===== config.mk =====
export PLATFORM = sky130hd
export DESIGN_NAME = ambiguous_codon_translator_top_flat
export DESIGN_NICKNAME = d
export VERILOG_FILES = /design/src/rtl/core/act_pkg.sv /design/src/rtl/core/act_if.sv /design/src/rtl/core/act_cell.sv /design/src/rtl/core/ambiguous_codon_translator_top.sv /design/src/flat_wrapper.sv
export VERILOG_INCLUDE_DIRS = /design/src /design/src/rtl/core
export SDC_FILE = /design/constraint.sdc
export NUM_CORES = 2
export LEC_CHECK = 0
export ABC_AREA = 1
export BUFFER_PORTS_ARGS = -buffer_cell sky130_fd_sc_hd__buf_2
export CAP_MARGIN = 30
export CORE_ASPECT_RATIO = 1.2
export CORE_MARGIN = 3
export CORE_UTILIZATION = 45
export CTS_CLUSTER_SIZE = 30
export DETAILED_ROUTE_END_ITERATION = 10
export GPL_TIMING_DRIVEN = 0
export MAX_ROUTING_LAYER = met4
export PLACE_DENSITY = 0.67
export REMOVE_ABC_BUFFERS = 1
export SYNTH_ARGS = -nofsm -noshare
export SYNTH_HDL_FRONTEND = slang
export SYNTH_SLANG_ARGS = --single-unit
export TNS_END_PERCENT = 100

===== constraint.sdc =====
create_clock -name clk -period 36.7 [get_ports clk]
set_clock_uncertainty 0.2 [all_clocks]
set_input_delay 3.67 -clock clk [delete_from_list [all_inputs] [get_ports clk]]
set_output_delay 3.67 -clock clk [all_outputs]
set_load 0.05 [all_outputs]

===== src/rtl/core/ambiguous_codon_translator_top_macros.svh =====
// Assertion macros shared by the ambiguous codon translator RTL.
`ifndef AMBIGUOUS_CODON_TRANSLATOR_TOP_MACROS_SVH
`define AMBIGUOUS_CODON_TRANSLATOR_TOP_MACROS_SVH

// Same-cycle implication, sampled on clk, off while rst_n is low.
`define ACT_ASSERT_NOW(lbl, ante, cons, msg) \
    lbl: assert property (@(posedge clk) disable iff (!rst_n) (ante) |-> (cons)) else $error(msg);

// Next-cycle implication, sampled on clk, off while rst_n is low.
`define ACT_ASSERT_NEXT(lbl, ante, cons, msg) \
    lbl: assert property (@(posedge clk) disable iff (!rst_n) (ante) |=> (cons)) else $error(msg);

`endif


===== src/rtl/core/act_pkg.sv =====
// Shared types, constants and functions of the ambiguous codon translator.
package act_pkg;

    localparam int unsigned NUM_CODONS = 64;
    localparam int unsigned CODON_W    = 6;
    localparam int unsigned AMINO_W    = 5;
    localparam int unsigned ENTRY_W    = AMINO_W + 1;
    localparam int unsigned NUM_POS    = 3;
    localparam int unsigned NUM_BASES  = 4;
    localparam int unsigned BASE_W     = 2;
    localparam int unsigned MASK_W     = NUM_POS * NUM_BASES;

    localparam logic [AMINO_W-1:0] AMINO_D       = 5'd3;
    localparam logic [AMINO_W-1:0] AMINO_E       = 5'd4;
    localparam logic [AMINO_W-1:0] AMINO_N       = 5'd13;
    localparam logic [AMINO_W-1:0] AMINO_Q       = 5'd16;
    localparam logic [AMINO_W-1:0] AMINO_STOP    = 5'd26;
    localparam logic [AMINO_W-1:0] AMINO_D_OR_N  = 5'd27;
    localparam logic [AMINO_W-1:0] AMINO_E_OR_Q  = 5'd28;
    localparam logic [AMINO_W-1:0] AMINO_UNKNOWN = 5'd29;

    typedef enum logic {
        OP_LOAD  = 1'b0,
        OP_QUERY = 1'b1
    } act_op_t;

    // Query token that walks the cell chain, summarizing matches so far
    typedef struct packed {
        logic [MASK_W-1:0]  mask;
        logic               have1;
        logic [AMINO_W-1:0] aa1;
        logic               have2;
        logic [AMINO_W-1:0] aa2;
        logic               many;
        logic [ENTRY_W-1:0] last;
    } act_tok_t;

    typedef struct packed {
        logic [AMINO_W-1:0] amino_code;
        logic               start_ok;
    } act_res_t;

    // One-hot base pattern of a codon, four bits per position
    function automatic logic [MASK_W-1:0] codon_pattern(input logic [CODON_W-1:0] codon);
        logic [MASK_W-1:0] pat;
        pat = '0;
        for (int p = 0; p < NUM_POS; p++) begin
            pat[NUM_BASES * p + int'(codon[BASE_W * p +: BASE_W])] = 1'b1;
        end
        return pat;
    endfunction

    // Stored amino code: anything past stop becomes unknown
    function automatic logic [AMINO_W-1:0] clamp_amino(input logic [AMINO_W-1:0] aa);
        return (aa > AMINO_STOP) ? AMINO_UNKNOWN : aa;
    endfunction

    // Turn the summary at the end of the chain into a result
    function automatic act_res_t resolve(input act_tok_t tok);
        act_res_t res;
        res.amino_code = AMINO_UNKNOWN;
        res.start_ok   = 1'b0;
        if (!tok.have2) begin
            res.amino_code = tok.last[ENTRY_W-1:1];
            res.start_ok   = tok.last[0];
        end else if (tok.many) begin
            res.amino_code = AMINO_UNKNOWN;
        end else if ((tok.aa1 == AMINO_D && tok.aa2 == AMINO_N) ||
                     (tok.aa1 == AMINO_N && tok.aa2 == AMINO_D)) begin
            res.amino_code = AMINO_D_OR_N;
        end else if ((tok.aa1 == AMINO_E && tok.aa2 == AMINO_Q) ||
                     (tok.aa1 == AMINO_Q && tok.aa2 == AMINO_E)) begin
            res.amino_code = AMINO_E_OR_Q;
        end
        return res;
    endfunction

endpackage


===== src/rtl/core/act_if.sv =====
// Valid/ready channel interfaces for requests and results.
interface act_in_if;
    logic                          valid;
    logic                          ready;
    logic                          op;
    logic [act_pkg::CODON_W-1:0]   codon_index;
    logic [act_pkg::AMINO_W-1:0]   amino_in;
    logic                          start_in;
    logic [act_pkg::MASK_W-1:0]    query_mask;

    modport source (output valid, op, codon_index, amino_in, start_in, query_mask,
                    input ready);
    modport sink   (input valid, op, codon_index, amino_in, start_in, query_mask,
                    output ready);
endinterface

interface act_out_if;
    logic                          valid;
    logic                          ready;
    logic [act_pkg::AMINO_W-1:0]   amino_code;
    logic                          start_ok;

    modport source (output valid, amino_code, start_ok, input ready);
    modport sink   (input valid, amino_code, start_ok, output ready);
endinterface


===== src/rtl/core/act_cell.sv =====
// One codon cell: holds one genetic code entry and folds it into a passing query.
module act_cell #(
    parameter int unsigned CODON      = 0,
    parameter int unsigned NUM_CODONS = act_pkg::NUM_CODONS
) (
    input  logic                         clk,
    input  logic                         rst_n,
    input  logic                         advance,
    input  logic                         load_en,
    input  logic [$clog2(NUM_CODONS)-1:0] load_idx,
    input  logic [act_pkg::ENTRY_W-1:0]  load_entry,
    input  logic                         valid_in,
    input  act_pkg::act_tok_t            tok_in,
    output logic                         valid_out,
    output act_pkg::act_tok_t            tok_out
);

    localparam int unsigned IDX_W = $clog2(NUM_CODONS);
    localparam logic [IDX_W-1:0] MY_IDX = IDX_W'(CODON);
    localparam logic [act_pkg::MASK_W-1:0] PAT =
        act_pkg::codon_pattern(act_pkg::CODON_W'(CODON));
    localparam bit IS_FIRST = (CODON == 0);

    logic [act_pkg::ENTRY_W-1:0] entry_reg;
    logic                        valid_reg;
    act_pkg::act_tok_t           tok_reg;
    act_pkg::act_tok_t           tok_next;
    logic [act_pkg::AMINO_W-1:0] aa;
    logic                        match;

    // Write own entry on a load request addressed here
    always_ff @(posedge clk) begin
        if (load_en && load_idx == MY_IDX)
        begin
            entry_reg <= load_entry;
        end
    end

    // Fold this codon into the query summary
    always_comb
    begin
        aa       = entry_reg[act_pkg::ENTRY_W-1:1];
        match    = ((PAT & tok_in.mask) == PAT);
        tok_next = tok_in;
        if (match)
        begin
            if (!tok_in.have1)
            begin
                tok_next.have1 = 1'b1;
                tok_next.aa1   = aa;
            end else if (aa != tok_in.aa1)
            begin
                if (!tok_in.have2)
                begin
                    tok_next.have2 = 1'b1;
                    tok_next.aa2   = aa;
                end else if (aa != tok_in.aa2)
                begin
                    tok_next.many = 1'b1;
                end
            end
        end
        // Codon 0 seeds the fallback entry for a query with no match
        if (match || IS_FIRST)
        begin
            tok_next.last = entry_reg;
        end
    end

    // Advance the token valid bit
    always_ff @(posedge clk or negedge rst_n) begin
        if (!rst_n)
        begin
            valid_reg <= 1'b0;
        end else if (advance)
        begin
            valid_reg <= valid_in;
        end
    end

    // Advance the token payload
    always_ff @(posedge clk) begin
        if (advance)
        begin
            tok_reg <= tok_next;
        end
    end

    assign valid_out = valid_reg;
    assign tok_out   = tok_reg;

endmodule


===== src/rtl/core/ambiguous_codon_translator_top.sv =====
// Top level of the ambiguous codon translator: cell chain, result register, flow control.
// A load request writes one codon entry and gives no result. A query request walks
// a row of NUM_CODONS cells, one cell per cycle unless the output stalls, each cell
// holding one codon entry and folding it into the query's running summary; the result
// is registered after the last cell, and queries stream in at one per cycle unless the
// output stalls. A load is held off until every query in flight has been delivered.
// All entries must be loaded before the first query; the store has no reset and no
// clearing pass.
`include "ambiguous_codon_translator_top_macros.svh"

module ambiguous_codon_translator_top #(
    parameter int unsigned NUM_CODONS = act_pkg::NUM_CODONS
) (
    input  logic       clk,
    input  logic       rst_n,
    act_in_if.sink     request,
    act_out_if.source  result
);

    localparam int unsigned IDX_W = $clog2(NUM_CODONS);
    localparam int unsigned CNT_W = $clog2(NUM_CODONS + 2);
    localparam logic [CNT_W-1:0] MAX_INFLIGHT = CNT_W'(NUM_CODONS + 1);

    logic                          advance;
    logic                          req_acc;
    logic                          load_en;
    logic                          query_en;
    logic                          out_acc;
    logic [act_pkg::ENTRY_W-1:0]   load_entry;
    logic [CNT_W-1:0]              inflight_reg;
    logic [CNT_W-1:0]              inflight_next;
    logic                          out_valid_reg;
    act_pkg::act_res_t             out_res_reg;
    act_pkg::act_res_t             tail_res;
    logic                          valid_chain [NUM_CODONS+1];
    act_pkg::act_tok_t             tok_chain   [NUM_CODONS+1];

    // Stall the whole chain while a result waits at the output
    assign advance  = !out_valid_reg || result.ready;
    assign request.ready = advance &&
        (request.op == act_pkg::OP_QUERY || inflight_reg == '0);
    assign req_acc  = request.valid && request.ready;
    assign load_en  = req_acc && request.op == act_pkg::OP_LOAD;
    assign query_en = req_acc && request.op == act_pkg::OP_QUERY;
    assign out_acc  = out_valid_reg && result.ready;

    assign load_entry = {act_pkg::clamp_amino(request.amino_in), request.start_in};

    // Build an empty summary at the head of the chain
    assign valid_chain[0] = query_en;
    assign tok_chain[0]   = '{mask: request.query_mask, default: '0};

    // Row of codon cells
    for (genvar k = 0; k < NUM_CODONS; k++) begin : g_cell
        act_cell #(
            .CODON      (k),
            .NUM_CODONS (NUM_CODONS)
        ) u_cell (
            .clk        (clk),
            .rst_n      (rst_n),
            .advance    (advance),
            .load_en    (load_en),
            .load_idx   (request.codon_index[IDX_W-1:0]),
            .load_entry (load_entry),
            .valid_in   (valid_chain[k]),
            .tok_in     (tok_chain[k]),
            .valid_out  (valid_chain[k+1]),
            .tok_out    (tok_chain[k+1])
        );
    end

    assign tail_res = act_pkg::resolve(tok_chain[NUM_CODONS]);

    // Count queries between acceptance and delivery
    assign inflight_next = inflight_reg + CNT_W'(query_en) - CNT_W'(out_acc);

    always_ff @(posedge clk or negedge rst_n) begin
        if (!rst_n)
        begin
            inflight_reg  <= '0;
            out_valid_reg <= 1'b0;
        end else
        begin
            inflight_reg <= inflight_next;
            if (advance)
            begin
                out_valid_reg <= valid_chain[NUM_CODONS];
            end
        end
    end

    // Capture the resolved result
    always_ff @(posedge clk) begin
        if (advance)
        begin
            out_res_reg <= tail_res;
        end
    end

    assign result.valid      = out_valid_reg;
    assign result.amino_code = out_res_reg.amino_code;
    assign result.start_ok   = out_res_reg.start_ok;

    `ACT_ASSERT_NOW(a_load_when_drained, load_en, inflight_reg == '0, "load taken with queries in flight")
    `ACT_ASSERT_NOW(a_inflight_bound, 1'b1, inflight_reg <= MAX_INFLIGHT, "in-flight count overflow")
    `ACT_ASSERT_NOW(a_tail_counted, valid_chain[NUM_CODONS] || out_valid_reg, inflight_reg != '0, "query in chain not counted")
    `ACT_ASSERT_NEXT(a_query_counted, query_en, inflight_reg != '0, "accepted query not counted")

endmodule

===== src/flat_wrapper.sv =====
// flat-port wrapper written by rule: the top's interface ports become plain ports
module ambiguous_codon_translator_top_flat 
#(
    parameter int unsigned NUM_CODONS = act_pkg::NUM_CODONS
)
  (clk, rst_n, request_valid, request_op, request_codon_index, request_amino_in, request_start_in, request_query_mask, request_ready, result_valid, result_amino_code, result_start_ok, result_ready);
  act_in_if request_i ();
  act_out_if result_i ();
  input  logic clk;
  input  logic rst_n;
  input wire logic [$bits(request_i.valid)-1:0] request_valid;
  input wire logic [$bits(request_i.op)-1:0] request_op;
  input wire logic [$bits(request_i.codon_index)-1:0] request_codon_index;
  input wire logic [$bits(request_i.amino_in)-1:0] request_amino_in;
  input wire logic [$bits(request_i.start_in)-1:0] request_start_in;
  input wire logic [$bits(request_i.query_mask)-1:0] request_query_mask;
  output wire logic [$bits(request_i.ready)-1:0] request_ready;
  output wire logic [$bits(result_i.valid)-1:0] result_valid;
  output wire logic [$bits(result_i.amino_code)-1:0] result_amino_code;
  output wire logic [$bits(result_i.start_ok)-1:0] result_start_ok;
  input wire logic [$bits(result_i.ready)-1:0] result_ready;
  assign request_i.valid = request_valid;
  assign request_i.op = request_op;
  assign request_i.codon_index = request_codon_index;
  assign request_i.amino_in = request_amino_in;
  assign request_i.start_in = request_start_in;
  assign request_i.query_mask = request_query_mask;
  assign request_ready = request_i.ready;
  assign result_valid = result_i.valid;
  assign result_amino_code = result_i.amino_code;
  assign result_start_ok = result_i.start_ok;
  assign result_i.ready = result_ready;
  ambiguous_codon_translator_top #(.NUM_CODONS(NUM_CODONS)) u_core (.clk(clk), .rst_n(rst_n), .request(request_i), .result(result_i));
endmodule

Yosys cells after proc, flatten, opt, wreduce, memory -nomap -nowiden

Cells that the tools add are included.
W data, S select, Z words.

$add $sub $neg: 2
Order comparisons: 1
Equality and inequality tests: 261
Multiplexer cells: 510
Bitwise logic cells: 1
Reduce and logical (&&, ||, !) cells: 80

Operator list:

| kind                 | number |
|---|---|
| $mux W7              | 126 |
| $mux W13             | 63 |
| $mux W5              | 130 |
| $ne A5 B5 Y1         | 126 |
| $mux W6              | 63 |
| $eq A3 B3 Y1 const B | 64 |
| $eq A6 B6 Y1 const B | 32 |
| $mux W1              | 127 |
| $eq A6 B5 Y1 const B | 16 |
| $logic_and A1 B1 Y1  | 73 |
| $eq A6 B4 Y1 const B | 8 |
| $eq A6 B3 Y1 const B | 4 |
| $eq A6 B2 Y1 const B | 2 |
| $mux W12             | 1 |
| $eq A5 B2 Y1 const B | 2 |
| $eq A5 B3 Y1 const B | 2 |
| $eq A5 B4 Y1 const B | 2 |
| $eq A5 B5 Y1 const B | 2 |
| $add A7 B1 Y7        | 1 |
| $logic_not A7 Y1     | 1 |
| $sub A7 B1 Y7        | 1 |
| $eq A6 B1 Y1 const B | 1 |
| $logic_not A6 Y1     | 1 |
| $gt A5 B5 Y1 const B | 1 |
| 3 further kinds      | 6 |

Register bits after elaboration: 2433
Input port bits: 29
Output and inout port bits: 8
Logic and storage cells: 1433

Longest topological paths before layout

Depth after elaboration: 7
Gate-level depth with buffers: 12
Mapped depth without buffers: 11

By module

Synthesis repeated with hierarchy kept, for this count alone.

Cell total of the unflattened synthesis: 9553
Area total of the unflattened synthesis: 107114.0 µm²

By module, submodules not included:

| module                                  | instances | cells an instance | area each (µm²) |
|---|---|---|---|
| act_cell (u_core.g_cell[15].u_cell ...) | 14        | 147               | 1657.8 |
| act_cell (u_core.g_cell[23].u_cell ...) | 8         | 148               | 1660.3 |
| act_cell (u_core.g_cell[19].u_cell ...) | 8         | 147               | 1659.1 |
| act_cell (u_core.g_cell[16].u_cell ...) | 8         | 147               | 1656.6 |
| act_cell (u_core.g_cell[11].u_cell ...) | 7         | 148               | 1661.6 |
| act_cell (u_core.g_cell[22].u_cell ...) | 7         | 146               | 1654.1 |
| act_cell (u_core.g_cell[10].u_cell ...) | 4         | 149               | 1665.3 |
| act_cell (u_core.g_cell[1].u_cell ...)  | 4         | 149               | 1662.8 |
| act_cell (u_core.g_cell[12].u_cell ...) | 2         | 148               | 1659.1 |
| act_cell (u_core.g_cell[21].u_cell)     | 1         | 150               | 1669.1 |
| act_cell (u_core.g_cell[0].u_cell)      | 1         | 130               | 1579.0 |
| ambiguous_codon_translator_top          | 1         | 133               | 1007.2 |

Least setup slack after synthesis

No wires, ideal clock.

Kind: in2out
Start: input result_ready
End: output request_ready
Arrival: 26.756 ns
Slack: 6.074 ns
Stages: 5
Path through: inv_1 > nand2_1 > buf_2 > buf_2 > o21a_1

Word-level cells in the longest chain between the ends: 2

RTL lines:

| item                | RTL line                             | source |
|---|---|---|
| start, declared     | flat_wrapper.sv:21                   | `input wire logic [$bits(result_i.ready)-1:0] result_ready;` |
| $logic_or A1 B1 Y1  | ambiguous_codon_translator_top.sv:39 | `assign advance = !out_valid_reg \|\| result.ready;` |
| via u_core.advance  | ambiguous_codon_translator_top.sv:24 | `logic advance;` |
| $logic_and A1 B1 Y1 | ambiguous_codon_translator_top.sv:40 | `assign request.ready = advance &&` |
| end, declared       | flat_wrapper.sv:17                   | `output wire logic [$bits(request_i.ready)-1:0] request_ready;` |

The timed path passes the listed nets, and every way through them passes these cells.

Worst setup path in the final report

Start: input result_ready
End: output request_ready

Word-level cells in the longest chain between the ends: 2

RTL lines:

| item                | RTL line |
|---|---|
| $logic_or A1 B1 Y1  | ambiguous_codon_translator_top.sv:39 |
| $logic_and A1 B1 Y1 | ambiguous_codon_translator_top.sv:40 |

Every way passes these cells.

==> flow_metrics.env <==
export IMPL_p_int_uw=6430
export IMPL_core_area_mm2=0.217
export IMPL_grt_pass1_vias=60400
export IMPL_nFillCells=18800
export IMPL_dp_hpwl_mm=145
export IMPL_drc=0
export IMPL_io_buffers=36
export IMPL_post_drt_wl_per_cell_um=16.7
export IMPL_syn_area_per_cell_um2=10.6
export IMPL_hold_class="flop to flop"
export IMPL_cp_arrival_ns=5.18
export IMPL_nets=9540
export IMPL_ir_drop_mv=0.0549
export IMPL_seq_power_share_pct=53.3
export IMPL_rsz0062_at_grt="false"
export IMPL_die_w_um=434
export IMPL_synth_top_cells_by_count="nand2_1, edfxtp_1, inv_1"
export IMPL_cts_max_path_buffers=3
export IMPL_cts_root_buf="clkbuf_16"
export IMPL_netlist_area_mm2=0.0987
export IMPL_synth_cell_type_count=27
export IMPL_netSwitchingPower_uw=2920
export IMPL_cp_start_kind="input pin"
export IMPL_ctsHtreeMaxLevel=4
export IMPL_cp_end_kind="primary output"
export IMPL_critPathKind="input pin to primary output"
export IMPL_cap_viol_max_count=0
export IMPL_post_route_period_util_pct=24.7
export IMPL_io_pins=37
export IMPL_synth_main_ff_cell="edfxtp_1"
export IMPL_cp_max_fo=104
export IMPL_grt_antenna_before_repair=13
export IMPL_synthTopCellsByArea="edfxtp_1, nand2_1, inv_1"
export IMPL_fin_cells=12500
export IMPL_place_inst=12100
export IMPL_slew_violations=0
export IMPL_drive_gt1_share_pct=6.08
export IMPL_cts_sinks=2299
export IMPL_fin_setup_tns_ns=0
export IMPL_hold_buffers=0
export IMPL_p_per_area_mw_per_mm2=84.5
export IMPL_ys_ff_latch=2299
export IMPL_rows=187
export IMPL_synthCells=9285
export IMPL_wl_met2_mm=106
export IMPL_grtUsageTotal_pct=19.1
export IMPL_slew_headroom_pct=29.1
export IMPL_report_final_hold_viol_count=0
export IMPL_synth_enable_flop_cells=2227
export IMPL_dr_total_vias=62600
export IMPL_cts_tree="done"
export IMPL_cts_setup_buffers=0
export IMPL_cts_resized_gates=0
export IMPL_first_iter_violations=5311
export IMPL_viasPerCell=4.99
export IMPL_wl_mm=210
export IMPL_combPwrFrac_pct=21.9
export IMPL_dr_wl_met3_mm=9.16
export IMPL_largest_register_ffs=1837
export IMPL_synth_top_area_share_pct=67.8
export IMPL_ys_warn_count=0
export IMPL_worst_pin_slew_ns=1.06
export IMPL_met1_length_mm=85.3
export IMPL_place_gp_congestion=0.946
export IMPL_period_minus_slack_ns=9.05
export IMPL_switching_share_pct=31.2
export IMPL_fmax_mhz=111
export IMPL_seq_area_frac_synth_pct=69.6
export IMPL_synthArstFlopShare_pct=3.13
export IMPL_initial_utilization_pct=45.5
export IMPL_grt_pass1_wl_mm=328
export IMPL_setup_violations=0
export IMPL_numCtsBuffers=223
export IMPL_run_status="finished, final reports clean"
export IMPL_grt_max_degree=105
export IMPL_grt_ovfl_total=0
export IMPL_die_h_um=519
export IMPL_p_clk_share_pct=24.9
export IMPL_antenna_left=0
export IMPL_highest_layer="met4"
export IMPL_crit_required_ns=32.83
export IMPL_path_clk_slew_ns=0.06
export IMPL_synth_top_area_cell="edfxtp_1"
export IMPL_die_area_mm2=0.225
export IMPL_first_pass_iters=7
export IMPL_clkLatencyLatePin_ns=0.87
export IMPL_leakagePower_uw=0.0469
export IMPL_syn2layout_area_growth_pct=12.1
export IMPL_post_synth_top_count_cell="nand2_1"
[cell usage in the layout (no fill, tap or decap), types with 2 or more instances in the layout]
cell type      n
edfxtp_1    2227
buf_4          3
clkbuf_1      44
xnor2_1      145
nor3_1         2
bufinv_16     29
nand3_1      251
clkinv_4       7
ha_1           9
nor2_1       815
inv_2         44
nor2_2        13
diode_2        9
buf_12        14
clkinvlp_4    10
inv_16         3
a21boi_0       4
a21oi_1      139
buf_16        27
clkinv_8       4
xor2_1        18
nand4_1      314
clkinv_2      46
mux2_2        50
o21bai_1       2
inv_6          6
or2_4          2
clkinv_1      34
buf_2         32
clkinv_16      3
dfrtp_1       72
inv_1       1227
or2_2          4
a31oi_1        2
nand2_1     3183
o21ai_0      612
nand3_2       58
clkbuf_16    227
[final timing paths]
check,slack [ns],from,endpoint,cells after the start
max,27.65,result_ready,request_ready,7
min,0.20,u_core.g_cell[55].u_cell.tok_out[21]$_DFFE_PP_,u_core.g_cell[56].u_cell.tok_out[21]$_DFFE_PP_,0
max reg2reg,32.67,u_core.result.valid$_DFFE_PN0P_,u_core.g_cell[56].u_cell.entry_reg[5]$_DFFE_PP_,7
min reg2reg,0.20,u_core.g_cell[55].u_cell.tok_out[21]$_DFFE_PP_,u_core.g_cell[56].u_cell.tok_out[21]$_DFFE_PP_,0
max in group asynchronous,33.01,rst_n,u_core.g_cell[27].u_cell.valid_out$_DFFE_PN0P_,1
min in group asynchronous,2.74,rst_n,u_core.g_cell[7].u_cell.valid_out$_DFFE_PN0P_,1
[layer usage]
metal,vias up,GRT usage (%)
li1,31300,-
met1,29300,22.7
met2,1435,32.9
met3,477,2.60
met4,0,7.68
met5,-,-
[cells by family after synthesis]
group	synth area share, %
AO/OA/AOI/OAI	3.88
flip-flops	69.6
adder cells (fa/ha/maj)	0.134
buffers and inverters	5.18
multiplexers	0.570
XOR/XNOR	1.45
AND/OR/NAND/NOR	19.2
[cell type report]
type	instances	area, µm²	area share [%]
clock inverter	144	1650	1.49
multi-input combinational	5629	24900	22.5
inverter	1271	4770	4.31
clock buffer	272	5860	5.29
sequential	2299	68700	62.1
tap	2835	3550	3.21
timing repair buffer	77	1220	1.10
antenna	9	22.5	0.0203
[worst max-delay path, cell delays in order]
cell and delay, ns:
buf_2 0.09, inv_1 0.05, nand2_4 0.22, buf_16 0.31, buf_16 0.35, o21a_1 0.17, buf_2 0.25
[metrics by stage]
| step | util [%] | worst slack (ns) | instance area, µm² | hold slack, ns | power, µW |
|---|---|---|---|---|---|
| floorplan | - | -14.13 | 98400 | 0.200 | 7520 |
| global placement | 47.0 | -35.53 | 102000 | 0.200 | 8660 |
| detailed placement | 47.5 | 27.63 | 103000 | 0.205 | 7080 |
| CTS | 51.0 | 27.63 | 111000 | 0.198 | 9450 |
| global route | 51.0 | 27.50 | 111000 | 0.210 | 9970 |
| finish | 51.0 | 27.65 | 111000 | 0.203 | 9360 |
[power by group through the flow]
stage / combinational [µW] / sequential (µW) / clock, µW
3_5_place_dp: 2050 / 5030 / 0
2_1_floorplan: 1570 / 5950 / 0
5_1_grt: 2370 / 5100 / 2500
6_report: 2050 / 4980 / 2330
3_3_place_gp: 2040 / 6620 / 0
4_1_cts: 2060 / 5000 / 2390
No activity file was read; power rests on OpenSTA's default activity.
